`src/sv/crc8frx_pkg.sv`:
```
`default_nettype none

package crc8frx_pkg;

  localparam int unsigned HdrLen    = 5;
  localparam int unsigned MinFrame  = 6;
  localparam int unsigned FifoDepth = 4;

  localparam logic [7:0] CrcPolyRev     = 8'hE0;
  localparam logic [7:0] SizeNibbleMask = 8'h0F;
  localparam logic [7:0] CountMax       = 8'hFF;

  localparam logic [7:0] ExpectedKeyRst = 8'd0;
  localparam logic [3:0] MaxPayloadRst  = 4'd10;
  localparam logic [7:0] ModuleCountRst = 8'd8;

  typedef enum logic [1:0] {
    REG_EXPECTED_KEY = 2'd0,
    REG_MAX_PAYLOAD  = 2'd1,
    REG_MODULE_COUNT = 2'd2
  } reg_idx_e;

  typedef enum logic [2:0] {
    ST_OK        = 3'd0,
    ST_TOO_SHORT = 3'd1,
    ST_BAD_SIZE  = 3'd2,
    ST_LEN_MISM  = 3'd3,
    ST_CRC_ERR   = 3'd4,
    ST_KEY_MISM  = 3'd5
  } status_e;

  typedef struct packed {
    logic [7:0] rx_byte;
    logic       frame_end;
  } rx_word_t;

  typedef struct packed {
    logic       is_final;
    logic [7:0] data_byte;
    status_e    status;
    logic [7:0] destination;
    logic       destination_ok;
    logic [7:0] source;
    logic       source_ok;
    logic [3:0] version;
    logic [3:0] payload_size;
  } res_word_t;

  typedef struct packed {
    logic [1:0] n;
    res_word_t  w0;
    res_word_t  w1;
  } push_t;

  // reflected CRC-8, one byte: eight shift/xor steps on an 8-bit value
  function automatic logic [7:0] crc8_step(input logic [7:0] crc, input logic [7:0] b);
    logic [7:0] c;
    c = crc ^ b;
    for (int k = 0; k < 8; k++) begin
      c = c[0] ? ((c >> 1) ^ CrcPolyRev) : (c >> 1);
    end
    return c;
  endfunction

endpackage

`default_nettype wire

```
`src/sv/crc8frx_fifo.sv`:
```
`default_nettype none

module crc8frx_fifo (
  input  wire                     clk_i,
  input  wire                     rst_ni,
  input  crc8frx_pkg::push_t      push_i,
  output logic                    room_o,
  output logic                    out_valid_o,
  input  wire                     out_stall_i,
  output crc8frx_pkg::res_word_t  out_data_o
);
  import crc8frx_pkg::*;

  localparam int unsigned PtrW = $clog2(FifoDepth);
  localparam int unsigned CntW = $clog2(FifoDepth + 1);

  res_word_t         mem_q [FifoDepth];
  logic [PtrW-1:0]   wr_q, wr_d, rd_q, rd_d, wr_nxt;
  logic [CntW-1:0]   cnt_q, cnt_d;
  logic              pop;

  assign wr_nxt      = wr_q + PtrW'(1);
  assign pop         = out_valid_o && !out_stall_i;
  assign out_valid_o = (cnt_q != '0);
  assign out_data_o  = mem_q[rd_q];
  // room for a payload word and a status word together
  assign room_o      = (cnt_q <= CntW'(FifoDepth - 2));

  always_comb begin
    wr_d  = wr_q + PtrW'(push_i.n);
    rd_d  = pop ? rd_q + PtrW'(1) : rd_q;
    cnt_d = cnt_q + CntW'(push_i.n) - CntW'(pop);
  end

  always_ff @(posedge clk_i) begin
    if (push_i.n != 2'd0) begin
      mem_q[wr_q] <= push_i.w0;
    end
    if (push_i.n == 2'd2) begin
      mem_q[wr_nxt] <= push_i.w1;
    end
  end

  always_ff @(posedge clk_i or negedge rst_ni) begin
    if (!rst_ni) begin
      wr_q  <= '0;
      rd_q  <= '0;
      cnt_q <= '0;
    end else begin
      wr_q  <= wr_d;
      rd_q  <= rd_d;
      cnt_q <= cnt_d;
    end
  end

endmodule

`default_nettype wire

```
`config.mk`:
```
export PLATFORM = sky130hd
export DESIGN_NAME = crc8frx_fifo
export DESIGN_NICKNAME = d
export VERILOG_FILES = /design/src/sv/crc8frx_pkg.sv /design/src/sv/crc8frx_fifo.sv
export SDC_FILE = /design/constraint.sdc
export NUM_CORES = 1
export LEC_CHECK = 0
export ABC_AREA = 1
export ABC_CLOCK_PERIOD_IN_PS = 10330
export BUFFER_PORTS_ARGS = -buffer_cell sky130_fd_sc_hd__buf_4
export CAP_MARGIN = 5
export CORE_MARGIN = 4
export CORE_UTILIZATION = 40
export DETAILED_ROUTE_END_ITERATION = 6
export HOLD_SLACK_MARGIN = 0.02
export PLACE_DENSITY_LB_ADDON = 0.05
export SETUP_SLACK_MARGIN = 0.15
export SYNTH_ARGS = -nofsm -noshare
export SYNTH_HDL_FRONTEND = slang
export SYNTH_SLANG_ARGS = --single-unit
```
`constraint.sdc`:
```
create_clock -name clk_i -period 10.33 [get_ports clk_i]
set_clock_uncertainty 0.15 [all_clocks]
set_input_delay 0.5165 -clock clk_i [delete_from_list [all_inputs] [get_ports clk_i]]
set_output_delay 0.5165 -clock clk_i [all_outputs]
set_load 0.005 [all_outputs]
```
After elaboration in Yosys (flattened, before gate mapping)

Memories as Yosys holds them, arrays and structs flattened.
Index checks and enable logic that the tools add are counted.

Register bits after elaboration: 7
RAM bits: 152
Bits of input ports: 81
Output and inout bits: 40
Memories kept: 1

Memories:

| memory | words | width | rd ports | clocked after memory_dff | wr ports | RTL line           | text |
|---|---|---|---|---|---|---|---|
| mem_q  | 4     | 38    | 1        | 0                        | 2        | crc8frx_fifo.sv:17 | `res_word_t mem_q [FifoDepth];` |

Add/sub/neg operators: 5
$lt $le $gt $ge: 1
Equal/unequal tests: 1
Multiplexer cells: 4
Reduce and logical (&&, ||, !) cells: 4

Operators with widths:

| kind                | number |
|---|---|
| $add 2x1->2 const B | 2 |
| $mux 1              | 4 |
| $add 3x2->3         | 1 |
| $le 3x2->1 const B  | 1 |
| $reduce_bool 3->1   | 1 |
| $sub 3x1->3         | 1 |
| $add 2x2->2         | 1 |
| $eq 2x2->1 const B  | 1 |
| $reduce_bool 2->1   | 1 |
| $logic_and 1x1->1   | 1 |
| $logic_not 1->1     | 1 |

Longest topological paths before layout

Gate-level depths: netlist of run 1.

Word-level depth: 3
Depth in mapped cells: 10
Gate-level depth less buffers: 10

Least setup slack after synthesis of run 1

No wires, ideal clock.

Kind: input port to flip-flop
Start: in push_i[76] (netlist name)
End: mem mem_q[3][0] (netlist name) (enable)
Library setup time: 486 ps
Arrival: 3246 ps
Required time: 9694 ps
Slack: 6448 ps
Cell stages on the path: 2
Buffers on the path: 0
Cell sequence: nor2_1 > o21ai_0

RTL lines:

| item        | RTL line           | text |
|---|---|---|
| from (decl) | crc8frx_fifo.sv:6  | `input crc8frx_pkg::push_t push_i,` |
| to (decl)   | crc8frx_fifo.sv:17 |  |

==> summary.txt, run 1 <==
Die area: 23,500 µm²
Setup slack, reg-to-reg: 6250 ps
Worst Setup End Kind: flop
RSZ-0062 raised after global routing: false
Vias per cell: 5.04
CP required: 10,220 ps
Initial Util: 41.2%
WL/cell: 16.7 µm
Clock Power Share: 22.5%
Power Dens Cells: 278 nW/µm²
Num rows: 52
Most used cell, CP: nand2_2
Gate Count Post-Synth: 1,050
Max-slew violations: 0
DRT Wirelength: 23.5 mm
Synth unique cells: 18
Num CTS Buffers: 17
Syn Area/Cell: 8.04 µm²
Vias: 7,102
Met3 Usage GRT: 3.17%
Post-synth EDFFs: 152
Post_cts resized: 0
CP cell instances: inv_1, nor2_4, nand2_2, nand2_2
Count leader, synth: nand2_1
Worst-Margin Slew: 1140 ps
#FFs+latches synth: 159
Period utilization: 39.5%
Top_reg_cell synth: edfxtp_1
Top Usage Layer GRT: met2
Die Wd: 153 µm
First-pass GRT wire length: 37.4 mm
Status: completed
Slowest stage delay, CP: 1160 ps
Antenna viol nets, final: 0
Max clock buf depth: 2
Synthesis-to-layout area growth: 19.2%
Fmax: 0.245 GHz
Met2 usage: 35.0%
Vias in the first global route: 6,905
Ant diodes: 0
CTS root buf: clkbuf_16
Area occupied by registers: 4740 µm²
Top cells by area, synth: edfxtp_1, nand2_1, nand3_1
Post-route DRC: 0
Flop pwr share: 37.9%
Crit path time final: 4080 ps
Top delay family on crit path: simple AND/OR/NAND/NOR gates
Worst Path Buf+Inv: 1
Design area: 10,100 µm²
Slowest CP cell: nand2_2
Setup violations, final: 0
Sink Count: 159
Clk pin slew, worst setup/hold paths: 60 ps
Post-Syn Area: 8440 µm²
Syn_nets: 1,136
DP Area: 9480 µm²
Max Cap Violations: 0
Routability cong.: 0.784
Tot GR Track Use: 20.0%
Met1 Track Usage GR: 25.8%
Setup TNS: 0 ps
Final hold viol count: 0
Seq/Total Area, Yosys: 56.1%
Post-synth top area share: 54.1%
Net Switching: 1060 µW
CTS HTree Levels: 4
Static Leak: 0.00465 µW
Die height: 153 µm
Grt ovf: 0
Arrival time worst endpoint: 3970 ps
# port buffers: 120
Fin nets: 1,213
Clk Latency, worst-skew pair: 420 ps
Max FO, Critical Path: 40
Filler instances: 2,031
Ys Warns: 0
Share of layout cells above drive strength 1: 15.0%
Post-synth top cells: nand2_1, edfxtp_1, nand3_1
DR iter-0 viols: 535
# IOs: 121
CTS tree: yes
Worst min path class: primary input to flop
Multi-input logic area: 3250 µm²
Initial antenna violation count: 0
Core ar.: 20,500 µm²
Logic pwr share: 39.6%
Ys async rst share: 4.40%
Max VDD drop: 0.125 mV
Nature of the critical path startpoint: flop
Max_slew headroom: 23.9%
Crit Path Category: flop to flop
Switching share of power: 37.7%
Detailed Routing Iterations Pass 1: 5
Int Power: 1740 µW
DP HPWL: 13.6 mm
Area leader, netlist: edfxtp_1
Largest net degree at the start of global routing: 97
==> flip-flops by register name, summed over array words and instances, names as in the netlist <==
register  cells
cnt_q         3
mem_q       152
rd_q          2
wr_q          2
==> metrics by stage <==
stage | power [µW] | utilization (%) | hold slack, ps | cells | setup slack, ps
6_report | 2800 | 49.1 | 235 | 1409 | 6250
5_1_grt | 3000 | 49.1 | 230 | 1409 | 5940
2_1_floorplan | 1710 | - | 70.9 | 1050 | 6450
4_1_cts | 2840 | 49.1 | 220 | 1409 | 6210
3_3_place_gp | 2190 | 46.2 | 195 | 1377 | 5880
3_5_place_dp | 2210 | 46.2 | 193 | 1377 | 5820
==> cell families (layout without fill, tap and decap cells) <==
kind of cell	count (synthesis)	in the layout	share of synthesized area, %
compound gates	81	81	4.80
fa+ha+maj	5	5	0.830
simple gates	683	683	32.2
flops	159	159	56.1
buf+inv	122	211	6.02
==> worst paths after layout <==
check,from,endpoint,depth (start not counted)
min,push_i[70],mem_q[0][32],3
min in group asynchronous,rst_ni,rd_q[1],2
max reg2reg,wr_q[0],mem_q[2][25],4
max in group asynchronous,rst_ni,rd_q[0],2
max,wr_q[0],mem_q[2][25],4
min reg2reg,rd_q[1],rd_q[1],2
==> routing by layer <==
layer,up-vias,part of all wire [%]
li1,3562,-
met1,3318,44
met2,201,50
met3,21,5.2
met4,0,1.2
met5,-,0
==> cell usage in the layout, fill, tap and decap left out, types with 2 or more instances in the layout <==
cell	count
nand2_1	474
edfxtp_1	152
buf_4	126
nand3_1	117
nor2_1	79
o21ai_0	79
inv_1	49
clkbuf_16	17
nand2_2	6
dfrtp_1	6
clkinv_2	5
nor2_4	4
ha_1	4
inv_2	3
bufinv_16	3
clkinvlp_4	3
clkbuf_1	2
==> worst register-to-register path, cell delays in order (launching register included) <==
cell,delay (ps)
dfrtp_1,510
inv_1,120
nor2_4,860
nand2_2,870
nand2_2,1170
==> repair_timing <==
| action | CTS | global route |
|---|---|---|
| hold buffers | 1 | 0 |
| buffers inserted | 0 | 0 |
| endpoints found under the hold margin | 7 | 0 |
==> layout make-up <==
| class | count | share of cell area (%) |
|---|---|---|
| sequential | 159 | 47.1 |
| clock buffer | 19 | 4.30 |
| multi-input combinational | 769 | 32.3 |
| timing repair buffer | 127 | 9.50 |
| tap | 270 | 3.36 |
| inverter | 53 | 1.99 |
| clock inverter | 12 | 1.44 |
==> power by group through the flow <==
stage | Clock, µW | Combinational, µW | Sequential (µW)
after global placement | 0 | 1120 | 1070
after global routing | 666 | 1250 | 1080
final | 629 | 1110 | 1060
after detailed placement | 0 | 1130 | 1080
after CTS | 638 | 1140 | 1060
after floorplan | 0 | 658 | 1050
No activity file was read; power rests on OpenSTA's default activity.
==> run 2: changes to the inputs <==
--- a/config.mk
+++ b/config.mk
@@ -6,7 +6,7 @@
 export NUM_CORES = 1
 export LEC_CHECK = 0
 export ABC_AREA = 1
-export ABC_CLOCK_PERIOD_IN_PS = 10330
+export ABC_CLOCK_PERIOD_IN_PS = 3410
 export BUFFER_PORTS_ARGS = -buffer_cell sky130_fd_sc_hd__buf_4
 export CAP_MARGIN = 5
 export CORE_MARGIN = 4
==> constraint.sdc (replaced) <==
create_clock -name clk_i -period 3.41 [get_ports clk_i]
set_clock_uncertainty 0.15 [all_clocks]
set_input_delay 0.1705 -clock clk_i [delete_from_list [all_inputs] [get_ports clk_i]]
set_output_delay 0.1705 -clock clk_i [all_outputs]
set_load 0.005 [all_outputs]
==> run 2 against run 1 <==
  * Sequential cell count stayed put
  * Die area is the same
  * Utilization up 6.4 points
  * Via count is 9.2% higher
  * Clock power increased to 3.0 times the previous value
  * Critical path type unchanged
  * Critical endpoint is now mem_q[1][10]
==> summary.txt, run 2 (synthesis gave the netlist of run 1 again) <==
Vias per cell: 5.03
Ant diodes: 0
Initial antenna violation count: 0
Max clock buf depth: 2
Num CTS Buffers: 17
Most flop-heavy register: mem_q
Crit path time final: 2920 ps
First-pass GRT wire length: 40.6 mm
Status: completed
Power Dens Cells: 771 nW/µm²
Sink Count: 159
Detailed Routing Iterations Pass 1: 5
Period utilization: 85.7%
Final hold viol count: 0
Post-route DRC: 0
Vias in the first global route: 7,632
RSZ-0062 raised after global routing: false
Worst-Margin Slew: 775 ps
CTS root buf: clkbuf_16
Fmax: 0.342 GHz
Clk Latency, worst-skew pair: 420 ps
Worst Setup End Kind: flop
Max Cap Violations: 0
Largest register FFs: 152
Die Wd: 153 µm
Initial Util: 41.2%
Max FO, Critical Path: 21
Num rows: 52
Die height: 153 µm
Setup violations, final: 0
DR iter-0 viols: 482
Worst min path class: flop to flop
Clk pin slew, worst setup/hold paths: 70 ps
Top flop regs: mem_q (152), cnt_q (3)
Static Leak: 0.00524 µW
Cell Count, Final, Fillers Out: 1,543
Synthesis-to-layout area growth: 34.8%
Grt ovf: 0
Dpl cells: 1,392
Setup TNS: 0 ps
Nature of the critical path startpoint: flop
Max VDD drop: 0.475 mV
Most common cell after layout, fill and taps aside: nand2_1
Crit Path Category: flop to flop
Most used cell, CP: nand2_1
CTS tree: yes
Arrival time worst endpoint: 2950 ps
Largest net degree at the start of global routing: 54
Core ar.: 20,500 µm²
Vias: 7,755
# IOs: 121
Max-slew violations: 0
Most frequent cells in the layout: nand2_1, edfxtp_1, buf_4, dlygate4sd3_1, nand3_1
CTS HTree Levels: 4
WL/cell: 16.5 µm
Share of layout cells above drive strength 1: 14.8%
CP required: 3440 ps
DRT Wirelength: 25.5 mm
CP cell instances: nor2_4, nand2_2, buf_4, nand2_1, nand2_1, dlygate4sd3_1
Slowest CP cell: dlygate4sd3_1
Fin nets: 1,346
Tot GR Track Use: 21.8%
Max_slew headroom: 48.2%
Slowest stage delay, CP: 560 ps
Antenna viol nets, final: 0
Routability cong.: 0.763
Die area: 23,500 µm²
DP HPWL: 15.1 mm
# port buffers: 120
[run 2: metrics by stage]
step                hold WS (ps)  total power, µW  util [%]  worst slack, ps  instance area, µm²
finish                       340             8770      55.5              488               11400
global route                 380             9370      55.5              386               11400
CTS                          342             8860      55.5              510               11400
detailed placement          -152             6830      46.9              914                9620
global placement            -153             6780      46.9              943                9620
floorplan                   -275             5160         -              595                8440
[run 2: repair_timing]
item / 4_1_cts / 5_1_grt
setup buffers: 0 / 0
hold buffers: 119 / 0
gates resized for setup: 0 / 0
hold endpoints to repair: 164 / 0
[run 2: power breakdown]
part           total, µW  switching (µW)  internal (µW)  leakage [µW]
Combinational       3630            2260           1370       0.00345
Clock               1880             802           1070      0.000280
Sequential          3260             275           2990       0.00151
Total               8770            3340           5430       0.00524
[run 2: area by class of cell]
| type | count | area [µm²] |
|---|---|---|
| clock buffer | 17 | 425 |
| clock inverter | 15 | 148 |
| fill | 1947 | 9110 |
| inverter | 53 | 201 |
| multi-input combinational | 769 | 3250 |
| sequential | 159 | 4740 |
| tap | 270 | 338 |
| timing repair buffer | 260 | 2270 |
[run 2: critical path: cells and delay by family (launching register included)]
family,cells,cell delay (ps)
simple gates,4,1100
buf+inv,2,930
flops,1,490
[run 2: path summary, 6_finish.rpt]
path | start | to | slack [ps] | cells past startpoint
worst max-delay path | wr_q[1] | mem_q[1][10] | 490 | 6
worst min-delay path | rd_q[1] | rd_q[1] | 340 | 2
worst max register to register | wr_q[1] | mem_q[1][10] | 490 | 6
worst min register to register | rd_q[1] | rd_q[1] | 340 | 2
max in group asynchronous | rst_ni | rd_q[0] | 2170 | 3
min in group asynchronous | rst_ni | rd_q[0] | 630 | 3
[run 2: metal layers]
layer,up-vias,track usage (%),routed length [µm]
li1,3829,-,-
met1,3688,27.9,11100
met2,212,38.6,12800
met3,26,2.91,1350
met4,0,6.36,310
met5,-,0,0
==> run 3: changes to the inputs <==
--- a/config.mk
+++ b/config.mk
@@ -7,13 +7,15 @@
 export LEC_CHECK = 0
 export ABC_AREA = 1
 export ABC_CLOCK_PERIOD_IN_PS = 3410
-export BUFFER_PORTS_ARGS = -buffer_cell sky130_fd_sc_hd__buf_4
+export BUFFER_PORTS_ARGS = -buffer_cell sky130_fd_sc_hd__buf_2
 export CAP_MARGIN = 5
+export CELL_PAD_IN_SITES_DETAIL_PLACEMENT = 1
+export CELL_PAD_IN_SITES_GLOBAL_PLACEMENT = 1
 export CORE_MARGIN = 4
-export CORE_UTILIZATION = 40
+export CORE_UTILIZATION = 39
 export DETAILED_ROUTE_END_ITERATION = 6
 export HOLD_SLACK_MARGIN = 0.02
-export PLACE_DENSITY_LB_ADDON = 0.05
+export PLACE_DENSITY_LB_ADDON = 0.1
 export SETUP_SLACK_MARGIN = 0.15
 export SYNTH_ARGS = -nofsm -noshare
 export SYNTH_HDL_FRONTEND = slang
==> run 3 against run 2 <==
  * Sequential power hardly changed
  * Worst hold slack worse by 270 ps
  * Sequential share of layout area rose by 1.2 points
  * Routed wire length rose by 9.4%
  * Fmax shrank 1.5%
  * Cell count barely moved
  * Largest power group unchanged
==> summary.txt, run 3 (synthesis gave the netlist of run 1 again) <==
# IOs: 121
Routability cong.: 0.725
DP HPWL: 16.4 mm
Max VDD drop: 0.479 mV
Net Switching: 3360 µW
Max FO, Critical Path: 25
Post_cts resized: 0
Pre-CTS setup slack: 989 ps
CTS tree: yes
Crit Path Category: primary input to flop
Met2 usage: 44.9%
Fmax: 0.337 GHz
Share of layout cells above drive strength 1: 14.4%
Status: completed
Period utilization: 87.0%
Int Power: 5320 µW
Crit path time final: 2970 ps
Final hold viol count: 0
Filler instances: 2,568
Clock Power Share: 22.5%
RSZ-0062 raised after global routing: false
Die height: 155 µm
Power Total: 8680 µW
Vias per cell: 5.16
CTS root buf: clkbuf_16
Clk pin slew, worst setup/hold paths: 60 ps
Vias: 7,962
Sink Count: 159
Max clock buf depth: 2
Most flop-heavy register: mem_q
Clk Latency, worst-skew pair: 410 ps
Num rows: 53
Switching share of power: 38.7%
Most frequent cells in the layout: nand2_1, edfxtp_1, buf_2, dlygate4sd3_1, nand3_1
Die Wd: 155 µm
Top Usage Layer GRT: met2
Grt ovf: 0
Antenna viol nets, final: 0
Logic pwr share: 40.0%
Initial antenna violation count: 1
Worst min path class: primary input to flop
Num CTS Buffers: 17
Static Leak: 0.00513 µW
Die area: 24,100 µm²
Fin nets: 1,345
Largest register FFs: 152
Cell Count, Final, Fillers Out: 1,544
DRT Wirelength: 27.9 mm
Initial Util: 39.9%
Post-route DRC: 0
Detailed Routing Iterations Pass 1: 7
Setup violations, final: 0
Largest net degree at the start of global routing: 61
Top flop regs: mem_q (152), cnt_q (3)
Core ar.: 21,200 µm²
Max-slew violations: 0
Met1 Track Usage GR: 28.5%
Synthesis-to-layout area growth: 31.1%
Most common cell after layout, fill and taps aside: nand2_1
Worst setup margin: 442 ps
Met3 Usage GRT: 3.73%
Worst Setup End Kind: flop
Dpl cells: 1,397
Hold WS: 75.4 ps
# port buffers: 120
First-pass GRT wire length: 45.2 mm
CTS HTree Levels: 4
Vias in the first global route: 8,545
Max Cap Violations: 0
CP required: 3550 ps
Power Dens Cells: 785 nW/µm²
Arrival time worst endpoint: 3100 ps
Nature of the critical path startpoint: primary input
Tot GR Track Use: 23.9%
DR iter-0 viols: 507
Setup TNS: 0 ps
Flop pwr share: 37.6%
WL/cell: 18.1 µm
Max_slew headroom: 49.4%
Worst-Margin Slew: 758 ps
## run 3: final timing paths
check                      startpoint           end  slack (ps)  cells after the start
setup / recovery           push_i[76]  mem_q[1][19]         440                     10
hold / removal             push_i[77]       wr_q[1]          80                      5
setup reg to reg              wr_q[1]  mem_q[1][19]         680                      6
hold reg to reg               rd_q[1]       rd_q[1]         350                      2
max in group asynchronous      rst_ni       rd_q[0]        2190                      3
min in group asynchronous      rst_ni      cnt_q[2]         610                      3
## run 3: critical path, cell delays in order
cell	delay, ps
dlygate4sd3_1	540
buf_2	220
inv_1	90
nand2_1	150
clkinv_2	330
nand2_2	460
buf_4	410
nand2_1	110
nand2_1	70
dlygate4sd3_1	540
## run 3: cell type report
| cell class | count | area (µm²) | area share [%] |
|---|---|---|---|
| multi-input combinational | 769 | 3250 | 29.4 |
| timing repair buffer | 259 | 1950 | 17.6 |
| tap | 275 | 344 | 3.11 |
| clock buffer | 17 | 425 | 3.84 |
| inverter | 53 | 200 | 1.81 |
| antenna | 1 | 2.50 | 0.0226 |
| sequential | 159 | 4740 | 42.9 |
| clock inverter | 11 | 150 | 1.36 |
## run 3: through the flow
step,instance area (µm²),util [%]
after global routing,11100,52.3
after detailed placement,9310,44.0
after CTS,11100,52.3
final,11100,52.3
after floorplan,8440,-
after global placement,9310,44.0
## run 3: power by group through the flow
stage	registers, µW	logic [µW]	clock network, µW
4_1_cts	3270	3520	1970
3_3_place_gp	3280	3240	0
3_5_place_dp	3310	3330	0
2_1_floorplan	3170	1990	0
6_report	3260	3470	1950
5_1_grt	3320	3920	2050
## run 3: what timing repair did
action                    4_1_cts  5_1_grt
hold buffers                  118        0
setup buffers                   0        0
hold endpoints to repair      163        0
## run 3: metal layers
metal	wire (µm)	vias up
met5	0	-
met4	450	0
met3	1040	29
met2	14800	165
met1	11600	3943
li1	-	3825
